$ cat src/rtl/core/mppt_pkg.sv
// Package of the MPPT core: control word format, microprogram and shared constants.
package mppt_pkg;

    // Micro-operations executed by the datapath.
    typedef enum logic [2:0] {
        U_WAIT = 3'd0,
        U_SET  = 3'd1,
        U_LDSP = 3'd2,
        U_MUL  = 3'd3,
        U_DIV  = 3'd4,
        U_EMIT = 3'd5,
        U_BR   = 3'd6
    } uop_t;

    typedef logic [2:0] arg_t;
    typedef logic [4:0] upc_t;

    typedef struct packed {
        uop_t op;
        arg_t arg;
        upc_t nxt;
    } cw_t;

    // Tracker mode and local-step phase.
    typedef enum logic [2:0] {
        MODE_IDLE  = 3'b001,
        MODE_SCAN  = 3'b010,
        MODE_LOCAL = 3'b100
    } mode_t;

    typedef enum logic [2:0] {
        PH_CENTER = 3'b001,
        PH_UP     = 3'b010,
        PH_DOWN   = 3'b100
    } phase_t;

    // Input action codes.
    localparam logic [1:0] ACT_SCAN    = 2'd0;
    localparam logic [1:0] ACT_LOCAL   = 2'd1;
    localparam logic [1:0] ACT_MEASURE = 2'd2;

    // Configuration register indexes.
    localparam logic [1:0] CFG_SCAN_POINTS  = 2'd0;
    localparam logic [1:0] CFG_TIMER_PERIOD = 2'd1;
    localparam logic [1:0] CFG_PULSE_MAX    = 2'd2;
    localparam logic [1:0] CFG_PULSE_MIN    = 2'd3;

    // Arguments of U_SET.
    localparam arg_t SET_SCAN_INIT  = 3'd0;
    localparam arg_t SET_IDLE       = 3'd1;
    localparam arg_t SET_SCAN_MEAS  = 3'd2;
    localparam arg_t SET_LOCAL_INIT = 3'd3;
    localparam arg_t SET_PH_CENTER  = 3'd4;
    localparam arg_t SET_PH_UP      = 3'd5;
    localparam arg_t SET_PH_DOWN    = 3'd6;

    // Arguments of U_LDSP: source of the next setpoint.
    localparam arg_t SPS_SCAN   = 3'd0;
    localparam arg_t SPS_BEST   = 3'd1;
    localparam arg_t SPS_CENTER = 3'd2;
    localparam arg_t SPS_UP     = 3'd3;
    localparam arg_t SPS_DOWN   = 3'd4;
    localparam arg_t SPS_DEC    = 3'd5;
    localparam arg_t SPS_INC    = 3'd6;

    // Arguments of U_DIV.
    localparam arg_t DIV_STEP  = 3'd0;
    localparam arg_t DIV_PULSE = 3'd1;

    // Arguments of U_EMIT: how wants_measure and last are formed.
    localparam arg_t EMK_MEAS  = 3'd0;
    localparam arg_t EMK_FINAL = 3'd1;
    localparam arg_t EMK_CTR   = 3'd2;
    localparam arg_t EMK_DEC   = 3'd3;

    // Arguments of U_BR.
    localparam arg_t CND_SCAN_MORE = 3'd0;
    localparam arg_t CND_NO_DOWN   = 3'd1;
    localparam arg_t CND_NO_UP     = 3'd2;

    // Entry points of the microprogram.
    localparam upc_t PC_WAIT        = 5'd0;
    localparam upc_t PC_SCAN_START  = 5'd1;
    localparam upc_t PC_SCAN_TEST   = 5'd3;
    localparam upc_t PC_SCAN_POINT  = 5'd6;
    localparam upc_t PC_MEAS_TAIL   = 5'd7;
    localparam upc_t PC_FINAL_TAIL  = 5'd10;
    localparam upc_t PC_SCAN_MEAS   = 5'd13;
    localparam upc_t PC_LOCAL_START = 5'd14;
    localparam upc_t PC_PH_CENTER   = 5'd16;
    localparam upc_t PC_PH_UP       = 5'd18;
    localparam upc_t PC_PH_DOWN     = 5'd20;
    localparam upc_t PC_TEST_UP     = 5'd30;

    // Arithmetic constants.
    localparam logic [15:0] SP_RESET     = 16'd288;
    localparam logic [15:0] PROBE_STEP   = 16'd8;
    localparam logic [15:0] PROBE_FLOOR  = 16'd18;
    localparam logic [15:0] PROBE_KNEE   = 16'd34;
    localparam logic [9:0]  DUTY_FULL    = 10'd1000;
    localparam logic [9:0]  SCAN_FIRST   = 10'd5;
    localparam logic [10:0] THIRD_MUL    = 11'd683;
    localparam int          THIRD_SHIFT  = 11;
    localparam logic [28:0] RECIP_1000   = 29'd274877907;
    localparam int          RECIP_SHIFT  = 38;
    localparam logic [15:0] PERIOD_RESET = 16'd1000;
    localparam logic [15:0] PMAX_RESET   = 16'd950;
    localparam logic [9:0]  POINTS_RESET = 10'd168;
    localparam logic [5:0]  DIV_STEPS    = 6'd32;

    function automatic cw_t mk_cw(input uop_t op, input arg_t arg, input upc_t nxt);
        cw_t w;
        w.op  = op;
        w.arg = arg;
        w.nxt = nxt;
        return w;
    endfunction

    // The microprogram. U_BR jumps to nxt when its condition holds, else falls through.
    function automatic cw_t ucode(input upc_t addr);
        cw_t w;
        unique case (addr)
            5'd0:  w = mk_cw(U_WAIT, 3'd0,           PC_WAIT);
            5'd1:  w = mk_cw(U_DIV,  DIV_STEP,       5'd2);
            5'd2:  w = mk_cw(U_SET,  SET_SCAN_INIT,  PC_SCAN_TEST);
            5'd3:  w = mk_cw(U_BR,   CND_SCAN_MORE,  PC_SCAN_POINT);
            5'd4:  w = mk_cw(U_SET,  SET_IDLE,       5'd5);
            5'd5:  w = mk_cw(U_LDSP, SPS_BEST,       PC_FINAL_TAIL);
            5'd6:  w = mk_cw(U_LDSP, SPS_SCAN,       PC_MEAS_TAIL);
            5'd7:  w = mk_cw(U_MUL,  3'd0,           5'd8);
            5'd8:  w = mk_cw(U_DIV,  DIV_PULSE,      5'd9);
            5'd9:  w = mk_cw(U_EMIT, EMK_MEAS,       PC_WAIT);
            5'd10: w = mk_cw(U_MUL,  3'd0,           5'd11);
            5'd11: w = mk_cw(U_DIV,  DIV_PULSE,      5'd12);
            5'd12: w = mk_cw(U_EMIT, EMK_FINAL,      PC_WAIT);
            5'd13: w = mk_cw(U_SET,  SET_SCAN_MEAS,  PC_SCAN_TEST);
            5'd14: w = mk_cw(U_SET,  SET_LOCAL_INIT, 5'd15);
            5'd15: w = mk_cw(U_LDSP, SPS_CENTER,     PC_MEAS_TAIL);
            5'd16: w = mk_cw(U_SET,  SET_PH_CENTER,  5'd17);
            5'd17: w = mk_cw(U_LDSP, SPS_UP,         PC_MEAS_TAIL);
            5'd18: w = mk_cw(U_SET,  SET_PH_UP,      5'd19);
            5'd19: w = mk_cw(U_LDSP, SPS_DOWN,       PC_MEAS_TAIL);
            5'd20: w = mk_cw(U_SET,  SET_PH_DOWN,    5'd21);
            5'd21: w = mk_cw(U_LDSP, SPS_CENTER,     5'd22);
            5'd22: w = mk_cw(U_MUL,  3'd0,           5'd23);
            5'd23: w = mk_cw(U_DIV,  DIV_PULSE,      5'd24);
            5'd24: w = mk_cw(U_EMIT, EMK_CTR,        5'd25);
            5'd25: w = mk_cw(U_BR,   CND_NO_DOWN,    PC_TEST_UP);
            5'd26: w = mk_cw(U_LDSP, SPS_DEC,        5'd27);
            5'd27: w = mk_cw(U_MUL,  3'd0,           5'd28);
            5'd28: w = mk_cw(U_DIV,  DIV_PULSE,      5'd29);
            5'd29: w = mk_cw(U_EMIT, EMK_DEC,        PC_TEST_UP);
            5'd30: w = mk_cw(U_BR,   CND_NO_UP,      PC_WAIT);
            5'd31: w = mk_cw(U_LDSP, SPS_INC,        PC_FINAL_TAIL);
            default: w = mk_cw(U_WAIT, 3'd0, PC_WAIT);
        endcase
        return w;
    endfunction

endpackage

$ cat src/rtl/core/mppt_sweep_and_hill_climb_core.sv
// Top level of the MPPT core: microcoded sequencer, step divider, reciprocal multiplier and output register.
//
// This core tracks the maximum power point of a solar source. Action 0 on the input
// stream starts a global sweep: the step is 1000 / scan_points per mille and indices
// from 5 upwards are visited while below scan_points / 3; each visited setpoint asks
// for one power measurement (action 2), and at the end the setpoint with the strictly
// largest power is settled on. Action 1 starts a perturb-and-observe step: the centre,
// centre + 8 and a low probe (centre - 8, or 18 when the centre is below 34) are
// measured, the centre is restored, then the setpoint moves one per mille down and/or
// up. Every result carries the setpoint, the timer compare value
// setpoint * timer_period / 1000 clamped to pulse_max and then pulse_min, a flag that
// asks for a measurement, and tlast on the final result of a transaction. A measurement
// while idle, and action 3, give no result. Control is a 32-word microprogram. The
// division by 1000 is a multiplication by a scaled reciprocal, so a result passes through
// the load of the setpoint, the product, the quotient, the clamp and the hand-over to
// the output register. The start of a sweep takes longest, because the step size comes
// from a 32-step restoring divider, and a result waits while the output register holds
// a result that has not been taken. One transaction is worked on at a time; the next
// one is taken once the program has returned to its wait word, while the last result
// may still wait in the output register.
module mppt_sweep_and_hill_climb_core (
    input  logic        clk,
    input  logic        rst_n,
    // Configuration write port
    input  logic        cfg_we,
    input  logic [1:0]  cfg_index,
    input  logic [15:0] cfg_data,
    // Input stream
    input  logic        s_axis_tvalid,
    output logic        s_axis_tready,
    input  logic [15:0] s_axis_tdata,   // [15:0] power (signed)
    input  logic [1:0]  s_axis_tuser,   // [1:0] action
    // Result stream
    output logic        m_axis_tvalid,
    input  logic        m_axis_tready,
    output logic [31:0] m_axis_tdata,   // [15:0] setpoint, [31:16] pulse
    output logic [0:0]  m_axis_tuser,   // [0] wants_measure
    output logic        m_axis_tlast
);
    import mppt_pkg::*;

    // Configuration registers
    logic [9:0]  points_reg;
    logic [15:0] period_reg;
    logic [15:0] pmax_reg;
    logic [15:0] pmin_reg;

    // Sequencer and tracker state
    upc_t               upc_reg;
    mode_t              mode_reg;
    phase_t             phase_reg;
    logic [9:0]         scan_index_reg;
    logic [9:0]         scan_end_reg;
    logic [9:0]         step_size_reg;
    logic [9:0]         best_index_reg;
    logic signed [15:0] best_power_reg;
    logic [15:0]        cur_sp_reg;
    logic [15:0]        center_reg;
    logic signed [15:0] pwr_center_reg;
    logic signed [15:0] pwr_up_reg;
    logic               down_better_reg;
    logic               up_better_reg;
    logic               div_busy_reg;
    logic               div_done_reg;
    logic [5:0]         div_cnt_reg;
    logic               out_valid_reg;

    // Datapath registers
    logic signed [15:0] power_in_reg;
    logic [15:0]        sp_reg;
    logic [31:0]        prod_reg;
    logic [15:0]        pulse_reg;
    logic [31:0]        div_quo_reg;
    logic [9:0]         div_rem_reg;
    logic [9:0]         div_den_reg;
    logic [15:0]        out_sp_reg;
    logic [15:0]        out_pulse_reg;
    logic               out_wants_reg;
    logic               out_last_reg;

    cw_t         cw;
    logic        in_accept;
    logic        out_load;
    upc_t        dispatch_pc;
    logic        br_taken;
    logic        emit_wants;
    logic        emit_last;
    logic [9:0]  pts_eff;
    logic [20:0] third_prod;
    logic [19:0] scan_prod;
    logic [19:0] best_prod;
    logic [15:0] sp_sel;
    logic [11:0] div_trial;
    logic [60:0] recip_prod;
    logic [31:0] pulse_hi;
    logic [15:0] pulse_clamped;

    assign cw            = ucode(upc_reg);
    assign s_axis_tready = (cw.op == U_WAIT);
    assign in_accept     = s_axis_tvalid && s_axis_tready;
    assign out_load      = (cw.op == U_EMIT) && (!out_valid_reg || m_axis_tready);

    assign m_axis_tvalid = out_valid_reg;
    assign m_axis_tdata  = {out_pulse_reg, out_sp_reg};
    assign m_axis_tuser  = out_wants_reg;
    assign m_axis_tlast  = out_last_reg;

    // A point count of zero behaves as one; a third is taken by reciprocal multiplication.
    assign pts_eff    = (points_reg == 10'd0) ? 10'd1 : points_reg;
    assign third_prod = pts_eff * THIRD_MUL;
    assign scan_prod  = scan_index_reg * step_size_reg;
    assign best_prod  = best_index_reg * step_size_reg;

    // One restoring division step: shift in the next dividend bit and try to subtract.
    assign div_trial = {1'b0, div_rem_reg, div_quo_reg[31]} - {2'b00, div_den_reg};

    // Division of the timer product by 1000: the reciprocal 2^38 / 1000 is rounded up, and
    // the rounding error stays below one unit of the quotient for every 32-bit product.
    assign recip_prod = prod_reg * RECIP_1000;

    // The clamp works on the full quotient before it is narrowed.
    assign pulse_hi      = (div_quo_reg > {16'd0, pmax_reg}) ? {16'd0, pmax_reg} : div_quo_reg;
    assign pulse_clamped = (pulse_hi[15:0] < pmin_reg || pulse_hi[31:16] != 16'd0)
                         ? ((pulse_hi < {16'd0, pmin_reg}) ? pmin_reg : pulse_hi[15:0])
                         : pulse_hi[15:0];

    // Entry point for a newly accepted transaction.
    always_comb
    begin
        dispatch_pc = PC_WAIT;
        case (s_axis_tuser)
            ACT_SCAN:  dispatch_pc = PC_SCAN_START;
            ACT_LOCAL: dispatch_pc = PC_LOCAL_START;
            ACT_MEASURE:
            begin
                unique case (mode_reg)
                    MODE_SCAN:  dispatch_pc = PC_SCAN_MEAS;
                    MODE_LOCAL:
                    begin
                        unique case (phase_reg)
                            PH_CENTER: dispatch_pc = PC_PH_CENTER;
                            PH_UP:     dispatch_pc = PC_PH_UP;
                            PH_DOWN:   dispatch_pc = PC_PH_DOWN;
                            default:   dispatch_pc = PC_WAIT;
                        endcase
                    end
                    default: dispatch_pc = PC_WAIT;
                endcase
            end
            default: dispatch_pc = PC_WAIT;
        endcase
    end

    always_comb
    begin
        case (cw.arg)
            CND_SCAN_MORE: br_taken = (scan_index_reg < scan_end_reg);
            CND_NO_DOWN:   br_taken = !down_better_reg;
            CND_NO_UP:     br_taken = !up_better_reg;
            default:       br_taken = 1'b1;
        endcase
    end

    always_comb
    begin
        case (cw.arg)
            EMK_MEAS:
            begin
                emit_wants = 1'b1;
                emit_last  = 1'b1;
            end
            EMK_CTR:
            begin
                emit_wants = 1'b0;
                emit_last  = !down_better_reg && !up_better_reg;
            end
            EMK_DEC:
            begin
                emit_wants = 1'b0;
                emit_last  = !up_better_reg;
            end
            default:
            begin
                emit_wants = 1'b0;
                emit_last  = 1'b1;
            end
        endcase
    end

    always_comb
    begin
        case (cw.arg)
            SPS_SCAN:   sp_sel = scan_prod[15:0];
            SPS_BEST:   sp_sel = best_prod[15:0];
            SPS_UP:     sp_sel = center_reg + PROBE_STEP;
            SPS_DOWN:   sp_sel = (center_reg < PROBE_KNEE) ? PROBE_FLOOR
                                                            : center_reg - PROBE_STEP;
            SPS_DEC:    sp_sel = center_reg - 16'd1;
            SPS_INC:    sp_sel = center_reg + 16'd1;
            default:    sp_sel = center_reg;
        endcase
    end

    // Control and tracker state.
    always_ff @(posedge clk or negedge rst_n)
    begin
        if (!rst_n)
        begin
            points_reg      <= POINTS_RESET;
            period_reg      <= PERIOD_RESET;
            pmax_reg        <= PMAX_RESET;
            pmin_reg        <= 16'd0;
            upc_reg         <= PC_WAIT;
            mode_reg        <= MODE_IDLE;
            phase_reg       <= PH_CENTER;
            scan_index_reg  <= 10'd0;
            scan_end_reg    <= 10'd0;
            step_size_reg   <= 10'd0;
            best_index_reg  <= 10'd0;
            best_power_reg  <= 16'sd0;
            cur_sp_reg      <= SP_RESET;
            center_reg      <= SP_RESET;
            pwr_center_reg  <= 16'sd0;
            pwr_up_reg      <= 16'sd0;
            down_better_reg <= 1'b0;
            up_better_reg   <= 1'b0;
            div_busy_reg    <= 1'b0;
            div_done_reg    <= 1'b0;
            div_cnt_reg     <= 6'd0;
            out_valid_reg   <= 1'b0;
        end
        else
        begin
            if (cfg_we)
            begin
                case (cfg_index)
                    CFG_SCAN_POINTS:  points_reg <= cfg_data[9:0];
                    CFG_TIMER_PERIOD: period_reg <= cfg_data;
                    CFG_PULSE_MAX:    pmax_reg   <= cfg_data;
                    CFG_PULSE_MIN:    pmin_reg   <= cfg_data;
                    default:          pmin_reg   <= pmin_reg;
                endcase
            end

            if (out_load)
            begin
                out_valid_reg <= 1'b1;
            end
            else if (m_axis_tready)
            begin
                out_valid_reg <= 1'b0;
            end

            unique case (cw.op)
                U_WAIT:
                begin
                    if (in_accept)
                    begin
                        upc_reg <= dispatch_pc;
                    end
                end
                U_SET:
                begin
                    upc_reg <= cw.nxt;
                    case (cw.arg)
                        SET_SCAN_INIT:
                        begin
                            scan_end_reg   <= third_prod[20:THIRD_SHIFT];
                            scan_index_reg <= SCAN_FIRST;
                            best_power_reg <= 16'sd0;
                            mode_reg       <= MODE_SCAN;
                        end
                        SET_IDLE:
                        begin
                            mode_reg <= MODE_IDLE;
                        end
                        SET_SCAN_MEAS:
                        begin
                            if (power_in_reg > best_power_reg)
                            begin
                                best_power_reg <= power_in_reg;
                                best_index_reg <= scan_index_reg;
                            end
                            scan_index_reg <= scan_index_reg + 10'd1;
                        end
                        SET_LOCAL_INIT:
                        begin
                            center_reg <= cur_sp_reg;
                            phase_reg  <= PH_CENTER;
                            mode_reg   <= MODE_LOCAL;
                        end
                        SET_PH_CENTER:
                        begin
                            pwr_center_reg <= power_in_reg;
                            phase_reg      <= PH_UP;
                        end
                        SET_PH_UP:
                        begin
                            pwr_up_reg <= power_in_reg;
                            phase_reg  <= PH_DOWN;
                        end
                        SET_PH_DOWN:
                        begin
                            mode_reg        <= MODE_IDLE;
                            phase_reg       <= PH_CENTER;
                            down_better_reg <= (pwr_center_reg < power_in_reg);
                            up_better_reg   <= (pwr_center_reg < pwr_up_reg);
                        end
                        default:
                        begin
                            mode_reg <= mode_reg;
                        end
                    endcase
                end
                U_LDSP, U_MUL:
                begin
                    upc_reg <= cw.nxt;
                end
                U_DIV:
                begin
                    if (div_done_reg)
                    begin
                        div_done_reg <= 1'b0;
                        upc_reg      <= cw.nxt;
                        if (cw.arg == DIV_STEP)
                        begin
                            step_size_reg <= div_quo_reg[9:0];
                        end
                    end
                    else if (div_busy_reg)
                    begin
                        div_cnt_reg <= div_cnt_reg - 6'd1;
                        if (div_cnt_reg == 6'd1)
                        begin
                            div_busy_reg <= 1'b0;
                            div_done_reg <= 1'b1;
                        end
                    end
                    else if (cw.arg == DIV_STEP)
                    begin
                        div_busy_reg <= 1'b1;
                        div_cnt_reg  <= DIV_STEPS;
                    end
                    else
                    begin
                        // The pulse quotient is ready after the reciprocal multiplication.
                        div_done_reg <= 1'b1;
                    end
                end
                U_EMIT:
                begin
                    if (out_load)
                    begin
                        cur_sp_reg <= sp_reg;
                        upc_reg    <= cw.nxt;
                    end
                end
                U_BR:
                begin
                    upc_reg <= br_taken ? cw.nxt : upc_reg + 5'd1;
                end
                default:
                begin
                    upc_reg <= PC_WAIT;
                end
            endcase
        end
    end

    // Datapath registers.
    always_ff @(posedge clk)
    begin
        if (in_accept)
        begin
            power_in_reg <= $signed(s_axis_tdata);
        end

        if (cw.op == U_LDSP)
        begin
            sp_reg <= sp_sel;
        end

        if (cw.op == U_MUL)
        begin
            prod_reg <= sp_reg * period_reg;
        end

        if (cw.op == U_DIV)
        begin
            if (div_done_reg)
            begin
                pulse_reg <= pulse_clamped;
            end
            else if (div_busy_reg)
            begin
                if (!div_trial[11])
                begin
                    div_rem_reg <= div_trial[9:0];
                    div_quo_reg <= {div_quo_reg[30:0], 1'b1};
                end
                else
                begin
                    div_rem_reg <= {div_rem_reg[8:0], div_quo_reg[31]};
                    div_quo_reg <= {div_quo_reg[30:0], 1'b0};
                end
            end
            else
            begin
                div_rem_reg <= 10'd0;
                if (cw.arg == DIV_STEP)
                begin
                    div_quo_reg <= {22'd0, DUTY_FULL};
                    div_den_reg <= pts_eff;
                end
                else
                begin
                    div_quo_reg <= {9'd0, recip_prod[60:RECIP_SHIFT]};
                end
            end
        end

        if (out_load)
        begin
            out_sp_reg    <= sp_reg;
            out_pulse_reg <= pulse_reg;
            out_wants_reg <= emit_wants;
            out_last_reg  <= emit_last;
        end
    end

endmodule

$ cat config.mk
export PLATFORM = sky130hd
export DESIGN_NAME = mppt_sweep_and_hill_climb_core
export DESIGN_NICKNAME = d
export VERILOG_FILES = /design/src/rtl/core/mppt_pkg.sv /design/src/rtl/core/mppt_sweep_and_hill_climb_core.sv
export SDC_FILE = /design/constraint.sdc
export NUM_CORES = 2
export LEC_CHECK = 0
export ABC_AREA = 1
export BUFFER_PORTS_ARGS = -buffer_cell sky130_fd_sc_hd__buf_4
export CAP_MARGIN = 10
export CORE_MARGIN = 2
export CORE_UTILIZATION = 26
export DETAILED_ROUTE_END_ITERATION = 16
export HOLD_SLACK_MARGIN = 0.06
export MAX_ROUTING_LAYER = met4
export PLACE_DENSITY = 0.44
export SYNTH_ARGS = -nofsm -noshare
export SYNTH_HDL_FRONTEND = slang
export SYNTH_SLANG_ARGS = --single-unit
export TNS_END_PERCENT = 100
$ cat constraint.sdc
create_clock -name clk -period 20.3 [get_ports clk]
set_clock_uncertainty 0.15 [all_clocks]
set_input_delay 4.06 -clock clk [delete_from_list [all_inputs] [get_ports clk]]
set_output_delay 4.06 -clock clk [all_outputs]
set_load 0.01 [all_outputs]
# After elaboration in Yosys (flattened, before gate mapping)
# Memory sizes are Yosys's and may differ from the RTL's.
# Index checks and enable logic that the tools add are counted.
[word_totals]
memories = 1
mem_bits_ro = 352
input_bits = 41
regBits = 365
out_inout_bits = 36
[mem_list]
columns = ["name", "depth", "width", "read_ports", "rd_clocked_by_memory_dff", "wr", "line_no", "text"]
rows = [
  ["(name not given)", 32, 11, 1, 0, 0, "mppt_pkg.sv:122", "unique case (addr)"],
]
[classes]
n_mux = 36
order_cmp = 8
bitwise = 2
reduce_logical = 43
eq_ne = 27
n_mul = 5
n_addsub = 8
[op_table]
columns = ["operator", "count"]
rows = [
  ["16-bit one-hot mux with 6 select lines", 1],
  ["16-bit 2-to-1 mux", 4],
  ["32-bit 2-to-1 mux", 2],
  ["32-bit by 29-bit multiplier with 61-bit output, second input constant", 1],
  ["16-bit < comparator", 3],
  ["32-bit by 16-bit greater-than comparator with 1-bit output", 1],
  ["32-bit by 16-bit < comparator with 1-bit output", 1],
  ["10-bit by 10-bit multiplier with 16-bit output", 2],
  ["16-bit by 16-bit multiplier with 32-bit output", 1],
  ["16-bit one-hot mux with 2 select lines", 1],
  ["5-bit one-hot mux with 3 select lines", 2],
  ["2-bit AND reduction", 15],
  ["5-bit one-hot mux with 5 select lines", 1],
  ["3-bit equality test, second input constant", 8],
  ["23-bit 2-to-1 mux", 1],
  ["10-bit by 10-bit multiplier with 20-bit output, second input constant", 1],
  ["10-bit 2-to-1 mux", 2],
  ["5-bit 2-to-1 mux", 4],
  ["10-bit one-hot mux with 2 select lines", 1],
  ["3-bit by 2-bit equality test with 1-bit output, second input constant", 6],
  ["3-bit one-hot mux with 3 select lines", 2],
  ["16-bit by 1-bit adder with 16-bit output, second input constant", 1],
  ["16-bit by 4-bit adder with 16-bit output, second input constant", 1],
  ["16-bit greater-than comparator", 1],
  ["33 further kinds", 66],
]

# Logic depth before layout (Yosys ltp)
[logic_depth]
ltp_word = 6
depth_mapped = 30

# Worst setup path after synthesis
# OpenSTA, ideal clock, no wires.
[synth_timing]
kind = "reg-to-reg"
start = "reg prod_reg[23]"
end = "reg div_quo_reg[11], data pin"
arrival_time_ns = 6.181
setup_slack_ns = 13.716
setup_time_ns = 0.253
t_required_ns = 19.897
path_stages_with_launch = 26
n_path_buf = 0
cell_sequence = "edfxtp_1 ha_1 fa_1 fa_1 inv_1 fa_1 inv_1 fa_1 inv_1 fa_1 inv_1 fa_1 inv_1 fa_1 inv_1 ha_1 nand2_1 nor2_1 nand2_1 nor3_1 nand2_1 o211ai_1 a21oi_1 or2_2 nand3_1 nand2_1"
[synth_between]
elab_chain_cells = 3
[synth_lines]
columns = ["element", "line_no", "text"]
rows = [
  ["start, declared", "mppt_sweep_and_hill_climb_core.sv:71", "logic [31:0] prod_reg;"],
  ["start signal, assigned", "mppt_sweep_and_hill_climb_core.sv:385", "prod_reg <= sp_reg * period_reg;"],
  ["32-bit by 29-bit multiplier with 61-bit output", "mppt_sweep_and_hill_climb_core.sv:119", "assign recip_prod = prod_reg * RECIP_1000;"],
  ["23-bit 2-to-1 mux", "mppt_sweep_and_hill_climb_core.sv:410", "if (cw.arg == DIV_STEP)"],
  ["32-bit 2-to-1 mux", "mppt_sweep_and_hill_climb_core.sv:394", "else if (div_busy_reg)"],
  ["end signal, assigned", "mppt_sweep_and_hill_climb_core.sv:399", "div_quo_reg <= {div_quo_reg[30:0], 1'b1};"],
  ["end signal, assigned", "mppt_sweep_and_hill_climb_core.sv:412", "div_quo_reg <= {22'd0, DUTY_FULL};"],
  ["end signal, assigned", "mppt_sweep_and_hill_climb_core.sv:417", "div_quo_reg <= {9'd0, recip_prod[60:RECIP_SHIFT]};"],
  ["end, declared", "mppt_sweep_and_hill_climb_core.sv:73", "logic [31:0] div_quo_reg;"],
]
# Every way passes these cells.
# A chain may end at the register's enable or synchronous reset.

# Final worst setup path
[layout_timing]
start = "reg prod_reg[12]"
end = "reg div_quo_reg[13], data pin"
# The elaborated chain is that of the path after synthesis.

==> impl_metrics.toml <==
[route]
drtIter0Drc = 2081
wirelength_mm = 150.1
drc = 0
routed_via_density = 4.448
vias = 37690
avgRoutedWirePerCell_um = 17.71
antenna_left = 0
drt_first_pass_iters = 6

[synthesis]
syn_area_per_cell_um2 = 8.479
synth_most_common_cell = "inv_1"
syn_inst = 5914
synth_enable_flop_cells = 166
yosysTopAreaCellShare = 0.2515
ys_seq_area_frac = 0.1993
synthTopCellsByCount = "1486 x inv_1, 1154 x nand2_1, 748 x ha_1"
ys_async_sr_fraction = 0.5452
yosys.area.top_type = "fa_1"
yosys_warnings = 0
syn_area_um2 = 50150
synth_seq_cells = 365
synth_ff_type = "dfrtp_1"
netlist-cell-type-count = 64
syn-num-nets = 7333
synth_area_leaders = "fa_1 25%, ha_1 19%, inv_1 11%, edfxtp_1 9.9%, dfrtp_1 8.8%"

[sta]
rsz0062_at_grt = "no"
hold_ws_ps = 267.6
fin_tns_setup_ps = 0
max_slew_margin = 0.2215
fin_ws_ps = 12520
max_freq_mhz = 128.5
post-route-period-util = 0.3834
setup_viol = 0
worst_pin_slew_ps = 1161
final-hold-violation-count = 0
finalCriticalPeriod_ps = 7783
final-max-slew-violation-count = 0

[worst_setup_path]
r2r_slack_ps = 12520
end_kind = "flop"
arrival_ps = 8010
critical_path_peak_fanout = 11
worst_ep_required_time_ps = 20530
startpoint_type = "flop"
path_class = "reg2reg"

[floorplanning]
die_area_um2 = 196400
rows = 161
die_w_um = 443.2
io_pins = 77
fp.dieH_um = 443.2
start_util = 0.2609
fp.coreArea_um2 = 192200

[clock_tree]
cts_resized = 0
cts_tree = "built"
clk_latency_ps = 670
clkSinkCount = 365
clkSlewWorstSetupHoldPaths_ps = 60
cts_buffers = 48
cts_max_level = 2
clk_path_buf_depth = 3
post_cts_buffers = 0
root_buffer = "clkbuf_16"
holdBufCountCts = 0

[worst_hold_path]
worst_hold_path_type = "reg2reg"

[placement]
port_buffers = 76
dpl.hpwl_mm = 122.6
dp_slack_ps = 12630
routabilityCongestion = 0.9015

[layout]
syn_to_final_growth_pct = 10.04
multiInputGateArea_um2 = 33840
drive_gt1_frac = 0.04726
final_core_util = 0.2871
seq_area_um2 = 9992
nNetsFinal = 7325
nFillCells = 20770

[grt]
track_usage = 0.1601
grt_pass1_vias = 40070
overflow = 0
grt_antenna_before_repair = 1
grt_max_degree = 83
grt_pass1_wl_mm = 238.6

[flow_run]
drv_cap = 0

[outcome]
status = "finished clean"
==> per-stage QoR <==
step	std cells	cell area, µm²
after CTS	8472	55180
after detailed placement	8382	53520
after global placement	8382	53520
after global routing	8472	55180
final	8474	55180
after floorplan	5914	50150
==> per-layer routing <==
layer	share of wire	wire [µm]	global-route usage	vias to the layer above
met5	0	0	-	-
met4	0.021	3108	0.03196	0
met3	0.026	3887	0.01222	136
met2	0.52	77930	0.2879	556
met1	0.43	65140	0.1963	18690
li1	-	-	-	18310
==> worst max-delay path, stage by stage (launching register included) <==
cell      delay, ps
edfxtp_1        880
ha_1            410
fa_1            460
fa_1            560
inv_1            60
fa_1            490
inv_1            50
fa_1            540
fa_1            450
fa_1            550
inv_1            50
fa_1            500
inv_1            40
ha_1            330
nand2_1         110
nor2_1          230
nand2_1          80
nor4_1          460
nand3_1         150
nand3_1         200
a21oi_1         170
o21ai_0         320
nand2_1          90
nand2_1          60
o21ai_0          70
==> final cells by class <==
class                      count  area share
multi-input combinational   3873      0.6133
sequential                   365      0.1811
inverter                    1501      0.1022
tap                         2526     0.05728
clock buffer                  69     0.02524
timing repair buffer         117     0.01605
clock inverter                21    0.004762
antenna                        2  0.00009070
==> path summary, 6_finish.rpt <==
path,from,end,cells after the start
setup / recovery,prod_reg[12]$_DFFE_PN_,div_quo_reg[13]$_DFFE_PP_,24
hold / removal,pulse_reg[12]$_DFFE_PP_,out_pulse_reg[12]$_DFFE_PP_,0
setup reg to reg,prod_reg[12]$_DFFE_PN_,div_quo_reg[13]$_DFFE_PP_,24
hold reg to reg,pulse_reg[12]$_DFFE_PP_,out_pulse_reg[12]$_DFFE_PP_,0
max in group asynchronous,rst_n,pmin_reg[8]$_DFFE_PN0P_,2
min in group asynchronous,rst_n,pwr_center_reg[11]$_DFFE_PN0P_,1
==> cells by family after synthesis <==
| family | share of synthesized area |
|---|---|
| XOR/XNOR | 0.01572 |
| AO/OA/AOI/OAI | 0.08453 |
| adder cells (fa/ha/maj) | 0.4381 |
| flip-flops | 0.1993 |
| multiplexers | 0.001797 |
| buffers and inverters | 0.1264 |
| AND/OR/NAND/NOR | 0.1342 |
==> layout by cell type (no fill, tap or decap), types with 13 or more instances in the layout <==
| cell type | synthesis | layout |
|---|---|---|
| a21oi_1 | 236 | 236 |
| fa_1 | 630 | 630 |
| buf_4 | 2 | 116 |
| inv_2 | 13 | 13 |
| a21o_1 | 25 | 25 |
| o211ai_1 | 14 | 14 |
| clkbuf_16 | 0 | 50 |
| a31oi_1 | 39 | 39 |
| inv_1 | 1486 | 1486 |
| o21ai_0 | 306 | 306 |
| dfstp_2 | 22 | 22 |
| nor2_1 | 234 | 230 |
| o21a_1 | 16 | 16 |
| nand2_1 | 1154 | 1154 |
| nand4_1 | 29 | 29 |
| o21ai_1 | 22 | 22 |
| nand3_1 | 130 | 130 |
| edfxtp_1 | 166 | 166 |
| xnor2_1 | 32 | 32 |
| nor3_1 | 41 | 41 |
| ha_1 | 748 | 748 |
| dfrtp_1 | 177 | 177 |
| xor2_1 | 58 | 58 |
| o31ai_1 | 24 | 24 |
Power is not shown: default switching activity piles up to over one toggle a cycle in this logic, so the estimate is an artifact.
